--- src/mcfe_pkg.sv ---
// shared types, constants and functions of the motor command frame encoder
`default_nettype none
package mcfe_pkg;

   localparam int PAYLOAD_BYTES = 15;
   localparam int FRAME_BYTES   = PAYLOAD_BYTES + 2;
   localparam int INDEX_W       = $clog2(FRAME_BYTES);
   localparam int STORE_AW      = $clog2(PAYLOAD_BYTES);

   localparam logic [7:0]  HEADER_0 = 8'hFE;
   localparam logic [7:0]  HEADER_1 = 8'hEE;
   localparam logic [15:0] CRC_POLY = 16'h8408;

   // round(2^32 / 2pi) and round(2^32 / 4pi), unsigned q0.32
   localparam logic [29:0] INV_2PI_Q32 = 30'd683565276;
   localparam logic [28:0] INV_4PI_Q32 = 29'd341782638;

   localparam logic [INDEX_W-1:0] IDX_CRC_LO = INDEX_W'(PAYLOAD_BYTES);
   localparam logic [INDEX_W-1:0] IDX_CRC_HI = INDEX_W'(PAYLOAD_BYTES + 1);

   typedef enum logic [1:0] {
      ST_IDLE,
      ST_MUL,
      ST_PACK,
      ST_SEND
   } state_type;

   typedef struct packed {
      logic capture;
      logic multiply;
      logic pack;
      logic load;
   } cmd_type;

   typedef struct packed {
      logic out_free;
      logic last_byte;
   } status_type;

   // reflected crc-16, one byte
   function automatic logic [15:0] crc_byte(input logic [15:0] crc, input logic [7:0] b);
      logic [15:0] c;
      c = crc ^ {8'h00, b};
      for (int j = 0; j < 8; j++) begin
         if (c[0]) begin
            c = (c >> 1) ^ CRC_POLY;
         end else begin
            c = c >> 1;
         end
      end
      return c;
   endfunction

   // clamp a 19-bit signed value to int16
   function automatic logic [15:0] sat16(input logic [18:0] v);
      logic same;
      same = (v[18:15] == 4'b0000) || (v[18:15] == 4'b1111);
      if (same) begin
         return v[15:0];
      end else if (v[18]) begin
         return 16'h8000;
      end else begin
         return 16'h7FFF;
      end
   endfunction

endpackage
`default_nettype wire

--- src/mcfe_ctrl.sv ---
// controller state machine of the motor command frame encoder
`default_nettype none
module mcfe_ctrl (
   input  wire logic               clock,
   input  wire logic               reset,
   input  wire logic               req_valid,
   output logic                    req_stall,
   input  wire mcfe_pkg::status_type status,
   output mcfe_pkg::cmd_type       cmd
);
   import mcfe_pkg::*;

   state_type state_ff;
   state_type state_in;

   always_ff @(posedge clock) begin
      if (reset) begin
         state_ff <= ST_IDLE;
      end else begin
         state_ff <= state_in;
      end
   end

   always_comb begin
      state_in  = state_ff;
      cmd       = '0;
      req_stall = 1'b1;
      unique case (state_ff)
         ST_IDLE: begin
            req_stall = 1'b0;
            if (req_valid) begin
               cmd.capture = 1'b1;
               state_in    = ST_MUL;
            end
         end
         ST_MUL: begin
            cmd.multiply = 1'b1;
            state_in     = ST_PACK;
         end
         ST_PACK: begin
            cmd.pack = 1'b1;
            state_in = ST_SEND;
         end
         ST_SEND: begin
            if (status.out_free) begin
               cmd.load = 1'b1;
               if (status.last_byte) begin
                  state_in = ST_IDLE;
               end
            end
         end
         default: begin
            state_in = ST_IDLE;
         end
      endcase
   end

   a_accept_to_mul: assert property (@(posedge clock) disable iff (reset)
      (req_valid && !req_stall) |=> (state_ff == ST_MUL))
      else $error("accepted command did not start the multiply step");

   a_mul_to_pack: assert property (@(posedge clock) disable iff (reset)
      (state_ff == ST_MUL) |=> (state_ff == ST_PACK) && req_stall)
      else $error("multiply step not followed by pack");

   a_last_to_idle: assert property (@(posedge clock) disable iff (reset)
      (cmd.load && status.last_byte) |=> !req_stall)
      else $error("controller did not return to idle after the last byte");

endmodule
`default_nettype wire

--- src/mcfe_datapath.sv ---
// scaling, frame store, crc and output register of the motor command frame encoder
`default_nettype none
module mcfe_datapath (
   input  wire logic                clock,
   input  wire logic                reset,
   input  wire mcfe_pkg::cmd_type   cmd,
   output mcfe_pkg::status_type     status,
   input  wire logic                csr_we,
   input  wire logic [3:0]          csr_wdata,
   input  wire logic [2:0]          req_mode,
   input  wire logic signed [15:0]  req_torque_q8,
   input  wire logic signed [15:0]  req_speed_q8,
   input  wire logic signed [31:0]  req_position_q16,
   input  wire logic signed [15:0]  req_stiffness_q8,
   input  wire logic signed [15:0]  req_damping_q8,
   output logic                     rsp_valid,
   input  wire logic                rsp_stall,
   output logic [7:0]               rsp_frame_byte,
   output logic                     rsp_frame_end
);
   import mcfe_pkg::*;

   logic [3:0]  motor_id_ff;

   // captured command
   logic [2:0]  mode_ff;
   logic [15:0] torque_ff;
   logic [16:0] speed_mag_ff;
   logic        speed_neg_ff;
   logic [31:0] pos_mag_ff;
   logic        pos_neg_ff;
   logic [15:0] kp_ff;
   logic [15:0] kw_ff;

   // upper product bits
   logic [14:0] speed_hi_ff;
   logic [28:0] pos_hi_ff;

   logic [7:0]  frame_store_ff [PAYLOAD_BYTES];
   logic [15:0] crc_ff;
   logic [15:0] crc_in;
   logic [INDEX_W-1:0] index_ff;
   logic [INDEX_W-1:0] index_in;

   logic        rsp_valid_ff;
   logic [7:0]  rsp_byte_ff;
   logic        rsp_end_ff;

   logic [16:0] speed_mag_in;
   logic [31:0] pos_mag_in;
   logic [46:0] speed_prod;
   logic [60:0] pos_prod;
   logic [16:0] w_val;
   logic [15:0] w_sat;
   logic [31:0] pos_val;
   logic [18:0] kp_ext;
   logic [18:0] kw_ext;
   logic [18:0] kp5;
   logic [18:0] kw5;
   logic [15:0] kp_sat;
   logic [15:0] kw_sat;
   logic [7:0]  next_byte;
   logic        in_payload;

   always_ff @(posedge clock) begin
      if (reset) begin
         motor_id_ff <= '0;
      end else if (csr_we) begin
         motor_id_ff <= csr_wdata;
      end
   end

   assign speed_mag_in = req_speed_q8[15] ? (17'd0 - {req_speed_q8[15], req_speed_q8})
                                          : {1'b0, req_speed_q8};
   assign pos_mag_in   = req_position_q16[31] ? (32'd0 - req_position_q16) : req_position_q16;

   always_ff @(posedge clock) begin
      if (cmd.capture) begin
         mode_ff      <= req_mode;
         torque_ff    <= req_torque_q8;
         speed_mag_ff <= speed_mag_in;
         speed_neg_ff <= req_speed_q8[15];
         pos_mag_ff   <= pos_mag_in;
         pos_neg_ff   <= req_position_q16[31];
         kp_ff        <= req_stiffness_q8;
         kw_ff        <= req_damping_q8;
      end
   end

   assign speed_prod = 47'(speed_mag_ff) * 47'(INV_2PI_Q32);
   assign pos_prod   = 61'(pos_mag_ff) * 61'(INV_4PI_Q32);

   always_ff @(posedge clock) begin
      if (cmd.multiply) begin
         speed_hi_ff <= speed_prod[46:32];
         pos_hi_ff   <= pos_prod[60:32];
      end
   end

   // sign goes back on after the shift, so results truncate toward zero
   assign w_val   = speed_neg_ff ? (17'd0 - {2'b00, speed_hi_ff}) : {2'b00, speed_hi_ff};
   assign w_sat   = sat16({{2{w_val[16]}}, w_val});
   assign pos_val = pos_neg_ff ? (32'd0 - {3'b000, pos_hi_ff}) : {3'b000, pos_hi_ff};
   assign kp_ext  = {{3{kp_ff[15]}}, kp_ff};
   assign kw_ext  = {{3{kw_ff[15]}}, kw_ff};
   assign kp5     = (kp_ext << 2) + kp_ext;
   assign kw5     = (kw_ext << 2) + kw_ext;
   assign kp_sat  = sat16(kp5);
   assign kw_sat  = sat16(kw5);

   always_ff @(posedge clock) begin
      if (cmd.pack) begin
         frame_store_ff[0]  <= HEADER_0;
         frame_store_ff[1]  <= HEADER_1;
         frame_store_ff[2]  <= {1'b0, mode_ff, motor_id_ff};
         frame_store_ff[3]  <= torque_ff[7:0];
         frame_store_ff[4]  <= torque_ff[15:8];
         frame_store_ff[5]  <= w_sat[7:0];
         frame_store_ff[6]  <= w_sat[15:8];
         frame_store_ff[7]  <= pos_val[7:0];
         frame_store_ff[8]  <= pos_val[15:8];
         frame_store_ff[9]  <= pos_val[23:16];
         frame_store_ff[10] <= pos_val[31:24];
         frame_store_ff[11] <= kp_sat[7:0];
         frame_store_ff[12] <= kp_sat[15:8];
         frame_store_ff[13] <= kw_sat[7:0];
         frame_store_ff[14] <= kw_sat[15:8];
      end
   end

   assign in_payload = (index_ff < IDX_CRC_LO);

   always_comb begin
      priority if (in_payload) begin
         next_byte = frame_store_ff[index_ff[STORE_AW-1:0]];
      end else if (index_ff == IDX_CRC_LO) begin
         next_byte = crc_ff[7:0];
      end else begin
         next_byte = crc_ff[15:8];
      end
   end

   always_comb begin
      crc_in   = crc_ff;
      index_in = index_ff;
      if (cmd.pack) begin
         crc_in   = '0;
         index_in = '0;
      end else if (cmd.load) begin
         if (in_payload) begin
            crc_in = crc_byte(crc_ff, next_byte);
         end
         if (status.last_byte) begin
            index_in = '0;
         end else begin
            index_in = index_ff + 1'b1;
         end
      end
   end

   always_ff @(posedge clock) begin
      if (reset) begin
         crc_ff   <= '0;
         index_ff <= '0;
      end else begin
         crc_ff   <= crc_in;
         index_ff <= index_in;
      end
   end

   // output register, refilled as soon as the held beat leaves
   always_ff @(posedge clock) begin
      if (reset) begin
         rsp_valid_ff <= 1'b0;
      end else if (cmd.load) begin
         rsp_valid_ff <= 1'b1;
      end else if (!rsp_stall) begin
         rsp_valid_ff <= 1'b0;
      end
   end

   always_ff @(posedge clock) begin
      if (cmd.load) begin
         rsp_byte_ff <= next_byte;
         rsp_end_ff  <= status.last_byte;
      end
   end

   assign status.out_free  = !rsp_valid_ff || !rsp_stall;
   assign status.last_byte = (index_ff == IDX_CRC_HI);

   assign rsp_valid      = rsp_valid_ff;
   assign rsp_frame_byte = rsp_byte_ff;
   assign rsp_frame_end  = rsp_end_ff;

   a_index_range: assert property (@(posedge clock) disable iff (reset)
      index_ff <= IDX_CRC_HI)
      else $error("byte index past the end of the frame");

   a_end_on_last: assert property (@(posedge clock) disable iff (reset)
      (cmd.load && status.last_byte) |=> (rsp_valid && rsp_frame_end && (index_ff == '0)))
      else $error("last crc byte not flagged as frame end");

   a_pack_clears: assert property (@(posedge clock) disable iff (reset)
      cmd.pack |=> ((crc_ff == '0) && (index_ff == '0)))
      else $error("crc or byte index not cleared at frame start");

   a_no_overwrite: assert property (@(posedge clock) disable iff (reset)
      (rsp_valid && rsp_stall) |-> !cmd.load)
      else $error("held beat overwritten");

endmodule
`default_nettype wire

--- src/motor_command_frame_encoder.sv ---
// Motor command frame encoder: one command in, a 17-byte crc-16 frame out.
// The first frame byte is loaded into the output register after the capture, multiply and pack steps.
// Throughput: 17 output beats per command, one per cycle while rsp_stall is low; a new
//   command is taken only after the last beat of the previous frame is loaded (capture,
//   multiply, pack, then 17 loads of the output register; the byte-serial crc sets the pace).
// Reset (synchronous): clears the state machine, crc, byte index, output valid and
//   motor_id; the frame store is not cleared and is rewritten for every command.
`default_nettype none
module motor_command_frame_encoder (
   input  wire logic               clock,
   input  wire logic               reset,
   input  wire logic               csr_we,
   input  wire logic [3:0]         csr_wdata,
   input  wire logic               req_valid,
   output logic                    req_stall,
   input  wire logic [2:0]         req_mode,
   input  wire logic signed [15:0] req_torque_q8,
   input  wire logic signed [15:0] req_speed_q8,
   input  wire logic signed [31:0] req_position_q16,
   input  wire logic signed [15:0] req_stiffness_q8,
   input  wire logic signed [15:0] req_damping_q8,
   output logic                    rsp_valid,
   input  wire logic               rsp_stall,
   output logic [7:0]              rsp_frame_byte,
   output logic                    rsp_frame_end
);
   import mcfe_pkg::*;

   cmd_type    cmd;
   status_type status;

   mcfe_ctrl u_ctrl (
      .clock     (clock),
      .reset     (reset),
      .req_valid (req_valid),
      .req_stall (req_stall),
      .status    (status),
      .cmd       (cmd)
   );

   mcfe_datapath u_datapath (
      .clock            (clock),
      .reset            (reset),
      .cmd              (cmd),
      .status           (status),
      .csr_we           (csr_we),
      .csr_wdata        (csr_wdata),
      .req_mode         (req_mode),
      .req_torque_q8    (req_torque_q8),
      .req_speed_q8     (req_speed_q8),
      .req_position_q16 (req_position_q16),
      .req_stiffness_q8 (req_stiffness_q8),
      .req_damping_q8   (req_damping_q8),
      .rsp_valid        (rsp_valid),
      .rsp_stall        (rsp_stall),
      .rsp_frame_byte   (rsp_frame_byte),
      .rsp_frame_end    (rsp_frame_end)
   );

endmodule
`default_nettype wire

--- config.mk ---
export PLATFORM = sky130hd
export DESIGN_NAME = motor_command_frame_encoder
export DESIGN_NICKNAME = d
export VERILOG_FILES = /design/src/mcfe_pkg.sv /design/src/mcfe_ctrl.sv /design/src/mcfe_datapath.sv /design/src/motor_command_frame_encoder.sv
export SDC_FILE = /design/constraint.sdc
export NUM_CORES = 2
export LEC_CHECK = 0
export BUFFER_PORTS_ARGS = -buffer_cell sky130_fd_sc_hd__buf_2
export CAP_MARGIN = 15
export CORE_ASPECT_RATIO = 0.7
export CORE_MARGIN = 2
export CORE_UTILIZATION = 56
export DETAILED_ROUTE_END_ITERATION = 8
export HOLD_SLACK_MARGIN = 0.08
export PLACE_DENSITY = 0.73
export SLEW_MARGIN = 20
export SYNTH_ARGS = -nofsm -noshare
export SYNTH_HDL_FRONTEND = slang
export SYNTH_HIERARCHICAL = 1
export SYNTH_SLANG_ARGS = --single-unit
export TNS_END_PERCENT = 1
--- constraint.sdc ---
create_clock -name clock -period 15.25 [get_ports clock]
set_input_delay 2.2875 -clock clock [delete_from_list [all_inputs] [get_ports clock]]
set_output_delay 2.2875 -clock clock [all_outputs]
set_load 0.03 [all_outputs]
-- After elaboration in Yosys (flattened, before gate mapping)
Memory sizes are Yosys's and may differ from the RTL's. A register that Yosys moved wholly into a read port is not among the register bits.
Cells that the tools add are included.
- bits in registers: 183
- bits in writable memories: 120
- input bits: 108
- output and inout port bits: 11
- logic and storage cells: 123
- memories: 1
- $add $sub $neg: 7
- multipliers: 2
- magnitude comparators: 1
- eq/ne operators: 12
- muxes and demuxes: 59
- bitwise gates (word level): 9
- reduce and logical (&&, ||, !) cells: 13
- memories (memory ; depth ; width ; rd ports ; clocked after memory_dff ; write ports ; line ; source):
    u_datapath.frame_store_ff ; 15 ; 8 ; 1 ; 1 ; 15 ; mcfe_datapath.sv:39 ; logic [7:0] frame_store_ff [PAYLOAD_BYTES];
- operator list (kind ; count):
    $mux 16 ; 35
    $mul 32x28->60 const B ; 1
    $mul 17x28->45 const B ; 1
    $add 18x16->19 ; 2
    $mux 32 ; 1
    $sub 1x32->32 const A ; 1
    $mux 31 ; 1
    $sub 1x29->30 const A ; 1
    $not 2->3 ; 8
    $mux 17 ; 1
    $sub 1x16->17 const A ; 1
    $mux 8 ; 2
    $sub 1x15->16 const A ; 1
    $xor 16x8->16 ; 1
    $mux 15 ; 1
    $eq 4x4->1 const B ; 3
    $logic_not 4->1 ; 3
    $mux 1 ; 11
    $mux 4 ; 2
    $pmux 2 s4 ; 1
    $mux 2 ; 3
    $ne 2x2->1 const B ; 3
    $add 5x1->5 const B ; 1
    $eq 5x4->1 const B ; 1
    12 further kinds ; 17

-- Logic depth before layout (Yosys ltp)
- depth after elaboration: 41
- depth in mapped cells: 24
- gate-level depth less buffers: 24

-- By module
The synthesis kept the hierarchy.
- modules (own cells, without submodules) (module ; instances ; cells an instance ; area an instance (sq um)):
    mcfe_datapath ; 1 ; 3287 ; 35730.5
    mcfe_ctrl ; 1 ; 21 ; 187.7

-- Least setup slack after synthesis
No wires, ideal clock.
- path kind: register to register
- from: register u_datapath.pos_mag_ff[12]
- to: register u_datapath.pos_hi_ff[19] (data pin)
- library setup time: 0.265 ns
- data arrival time: 6.202 ns
- slack: 8.783 ns
- stages on the path, launching flop included: 23
- path buffers: 0
- cells stage by stage: edfxtp_1 -> inv_1 -> fa_1 -> fa_1 -> fa_1 -> inv_1 -> fa_1 -> fa_1 -> fa_1 -> inv_1 -> fa_1 -> inv_1 -> ha_1 -> nand3_1 -> nor3_1 -> and3b_1 -> o2111a_1 -> o21ai_0 -> nand2_1 -> a21o_1 -> a21oi_1 -> o211a_1 -> or3_1
- word-level cells in the longest chain between the ends: 1
- ends and longest elaborated chain (what ; line ; source):
    from (decl) ; mcfe_datapath.sv:30 ; logic [31:0] pos_mag_ff;
    from (signal assigned) ; mcfe_datapath.sv:83 ; pos_mag_ff <= pos_mag_in;
    $mul 32x28->60 ; mcfe_datapath.sv:91 ; assign pos_prod = 61'(pos_mag_ff) * 61'(INV_4PI_Q32);
    via u_datapath.pos_prod[51] ; mcfe_datapath.sv:52 ; logic [60:0] pos_prod;
    to (signal assigned) ; mcfe_datapath.sv:96 ; pos_hi_ff <= pos_prod[60:32];
    to (decl) ; mcfe_datapath.sv:37 ; logic [28:0] pos_hi_ff;
The timed path passes the listed nets, and every way through them passes these cells.
A chain may end at the register's enable or synchronous reset.

-- Final worst setup path
- from: register u_datapath.pos_mag_ff[5]
- to: register u_datapath.pos_hi_ff[19] (data pin)
Same word-level chain as after synthesis.

==> impl_metrics.toml <==
[status]
status = "finished clean"

[synthesis]
yosysTopAreaCell = "fa_1"
ys_top_cells_by_area = "fa_1 29%, edfxtp_1 21%, ha_1 19%, inv_1 10%, xnor2_1 3.1%"
synthTopCellsByCount = "956 x inv_1, 554 x ha_1, 517 x fa_1"
yosysWarnings = 6
synth.distinct_cells = 73
synth_fp_nets = 4487
yosysSeqAreaShare_pct = 23.2
synth_edf_count = 256
synth_ff_type = "edfxtp_1"
synthCells = 3308
synthArstFlopShare_pct = 0
yosys.area.top_type_share_pct = 28.8
synth_area_um2 = 35900
synth.most_common_cell = "inv_1"
ys_ff_latch = 288
syn-mean-instance-area_um2 = 10.9

[worst_setup_path]
r2r-start = "u_datapath/pos_mag_ff[5]$_DFFE_PP_"
timing.rr.end = "u_datapath/pos_hi_ff[19]$_DFFE_PP_"
path_cells = "inv_1 -> fa_1 -> fa_1 -> inv_1 -> fa_1 -> inv_1 -> fa_1 -> inv_1 -> fa_1 -> fa_1 -> inv_1 -> fa_1 -> inv_1 -> ha_1 -> a21oi_1 -> o21ai_0 -> a211oi_1 -> o21ai_0 -> a21oi_1 -> nand2_1 -> a21o_1 -> a21oi_1 -> nor3_1 -> or3_1"
worstPathArrival_ns = 8.08
crit_path_top_delay_cell = "a211oi_1"
crit_top_cell = "fa_1"
r2r_cells = 24
startpoint = "u_datapath/pos_mag_ff[5]$_DFFE_PP_"
cp-endpoint = "u_datapath/pos_hi_ff[19]$_DFFE_PP_"
slowest_delay_ns = 0.56
required_ns = 15.61
worstSetupStartpointType = "register"
end_kind = "register"
critPathKind = "reg -> reg"
r2r_slack_ns = 7.54
worstPathMaxFanout = 6

[sta]
tns_ns = 0
min_period_ns = 7.71
worst-slew-pin-transition_ns = 0.958
relSlewSlack_pct = 35.9
setup_viol = 0
clock.fmax_ghz = 0.130
fin_crit_sh_pct = 50.6
holdWs_ns = 0.418
rsz0062_at_grt = "false"
maxSlewViolCount = 0
fin_skew_ns = 0.0214
setup_ws_ns = 7.54
finalHoldViolCount = 0

[layout]
drive_gt1_share_pct = 6.57
nNetsFinal = 4610
fillers = 5138
num_antenna_cells = 0
areaGrowthSynthToFinish_pct = 7.24

[cts]
postCtsSetupBuffers = 0
cts_buffers = 31
clkLatencyLatePin_ns = 0.62
cts_sinks = 288
clk_pin_slew_ns = 0.06
cts_max_level = 1
cts_tree = "done"
cts_resized = 0
root_buffer = "clkbuf_16"
max-clock-path-buffers = 3
ctsHoldBuffers = 0

[floorplanning]
num_rows = 77
start_util_pct = 56.7
pin_count = 119
coreArea_um2 = 63300
dieArea_um2 = 66200
die_width_um = 307
die-height_um = 216

[detailed_routing]
drtIter0Drc = 1891
num_vias = 23200
routed_wirelength_mm = 84.8
first_pass_iters = 5
vias_per_cell = 5.42
ant_nets = 0
wl_per_cell_um = 19.8
drc_errors = 0

[placement]
pre_cts_ws_ns = 7.59
globalplace.congestion = 0.974
dp_hpwl_mm = 72.0
io_buffers = 118

[hold_path]
min_path_type = "reg -> reg"

[grt]
track_usage_pct = 26.7
antenna_found_initial = 1
grt_pass1_wl_mm = 136
grt_pass1_vias = 23900
overflow = 0
grt_max_degree = 62

[flow_run]
max_cap_violations = 0
==> final cells by class <==
cell class                      count  area [um2]  share of cell area [%]
Inverter                          956        3590                    9.32
Tap cell                          829        1040                    2.69
Multi-Input combinational cell   2031       23900                    62.0
Clock inverter                     23         258                   0.669
Sequential cell                   288        8330                    21.6
Clock buffer                       34         787                    2.04
Timing Repair Buffer              123         628                    1.63
==> registers in the layout, indices dropped and copies added, names as in the netlist, named ones only <==
name	cells
u_datapath/speed_hi_ff	15
u_datapath/kp_ff	16
u_datapath/mode_ff	3
u_datapath/speed_mag_ff	17
u_datapath/frame_store_ff	101
u_datapath/torque_ff	16
u_datapath/crc_ff	16
u_ctrl/state_ff	2
u_datapath/rsp_frame_end	1
u_datapath/pos_mag_ff	32
u_datapath/pos_hi_ff	29
u_datapath/index_ff	5
u_datapath/kw_ff	16
u_datapath/rsp_valid	1
u_datapath/motor_id_ff	4
u_datapath/speed_neg_ff	1
u_datapath/rsp_frame_byte	8
u_datapath/pos_neg_ff	1
==> per-stage QoR <==
step           utilization (%)  std cells  area [um2]
2_1_floorplan                -       3308       35900
3_3_place_gp              59.2       4227       37500
3_5_place_dp              59.2       4227       37500
4_1_cts                   60.8       4284       38500
5_1_grt                   60.9       4284       38500
6_report                  60.9       4284       38500
==> how the worst min path moves through the flow <==
stage                                                      to  cells after the start                               start  slack (ns)
detailed placement  u_datapath/frame_store_ff[3][4]$_DFFE_PP_                      0   u_datapath/torque_ff[4]$_DFFE_PP_        0.40
global placement    u_datapath/frame_store_ff[4][4]$_DFFE_PP_                      0  u_datapath/torque_ff[12]$_DFFE_PP_        0.40
floorplan           u_datapath/frame_store_ff[2][4]$_DFFE_PP_                      0     u_datapath/mode_ff[0]$_DFFE_PP_        0.40
finish              u_datapath/frame_store_ff[3][4]$_DFFE_PP_                      0   u_datapath/torque_ff[4]$_DFFE_PP_        0.42
global route        u_datapath/frame_store_ff[4][2]$_DFFE_PP_                      0  u_datapath/torque_ff[10]$_DFFE_PP_        0.42
CTS                 u_datapath/frame_store_ff[3][4]$_DFFE_PP_                      0   u_datapath/torque_ff[4]$_DFFE_PP_        0.42
==> worst max-delay path, delay by kind of cell, from the launching register on <==
kind                       cells  cell delay [ns]
buffers and inverters          6             0.53
adders and majority gates      8             3.63
and+or+nand+nor                3             0.63
DFF                            1             0.52
AOI/OAI and AO/OA              7             2.14
==> layer usage <==
layer  global-route usage (%)  wire length, um  up-vias  share of wire, %
li1                         -                -    10900                 -
met4                     3.73             1240        2               1.5
met1                     42.8            41600    11400                49
met5                        0                8        -            0.0094
met3                     6.46             7990       90               9.4
met2                     37.1            33900      808                40
==> kinds of logic (layout without fill, tap and decap cells) <==
logic type | Yosys count | after routing | share of synthesized area [%]
muxes | 50 | 50 | 2.01
other | 1 | 1 | 0.0104
and+or+nand+nor | 357 | 357 | 5.07
xor gates and xnor gates | 162 | 162 | 3.95
DFF | 288 | 288 | 23.2
buffers and inverters | 989 | 1136 | 10.4
AOI/OAI and AO/OA | 390 | 390 | 7.28
adders and majority gates | 1071 | 1071 | 48.1
==> cell usage in the layout, fill, tap and decap left out, types with 11 or more instances in the layout <==
master     instances
o21a_1            18
or4_1             11
xnor2_1          127
fa_1             517
nor3_1            24
o31ai_1           22
a21oi_1           92
a211oi_1          19
nand4_1           12
or3_1             19
nand2_1          105
mux4_2            17
and3_1            15
clkbuf_16         31
or2_2             12
dfxtp_1           31
o21ai_0           73
mux2i_1           25
nand2b_1          23
nand3_1           16
a21o_1            68
nor2_1            73
inv_1            956
ha_1             552
edfxtp_1         256
buf_2            118
nor2b_1           16
xor2_1            35
Power is not shown: default switching activity piles up to over one toggle a cycle in this logic, so the estimate is an artifact.
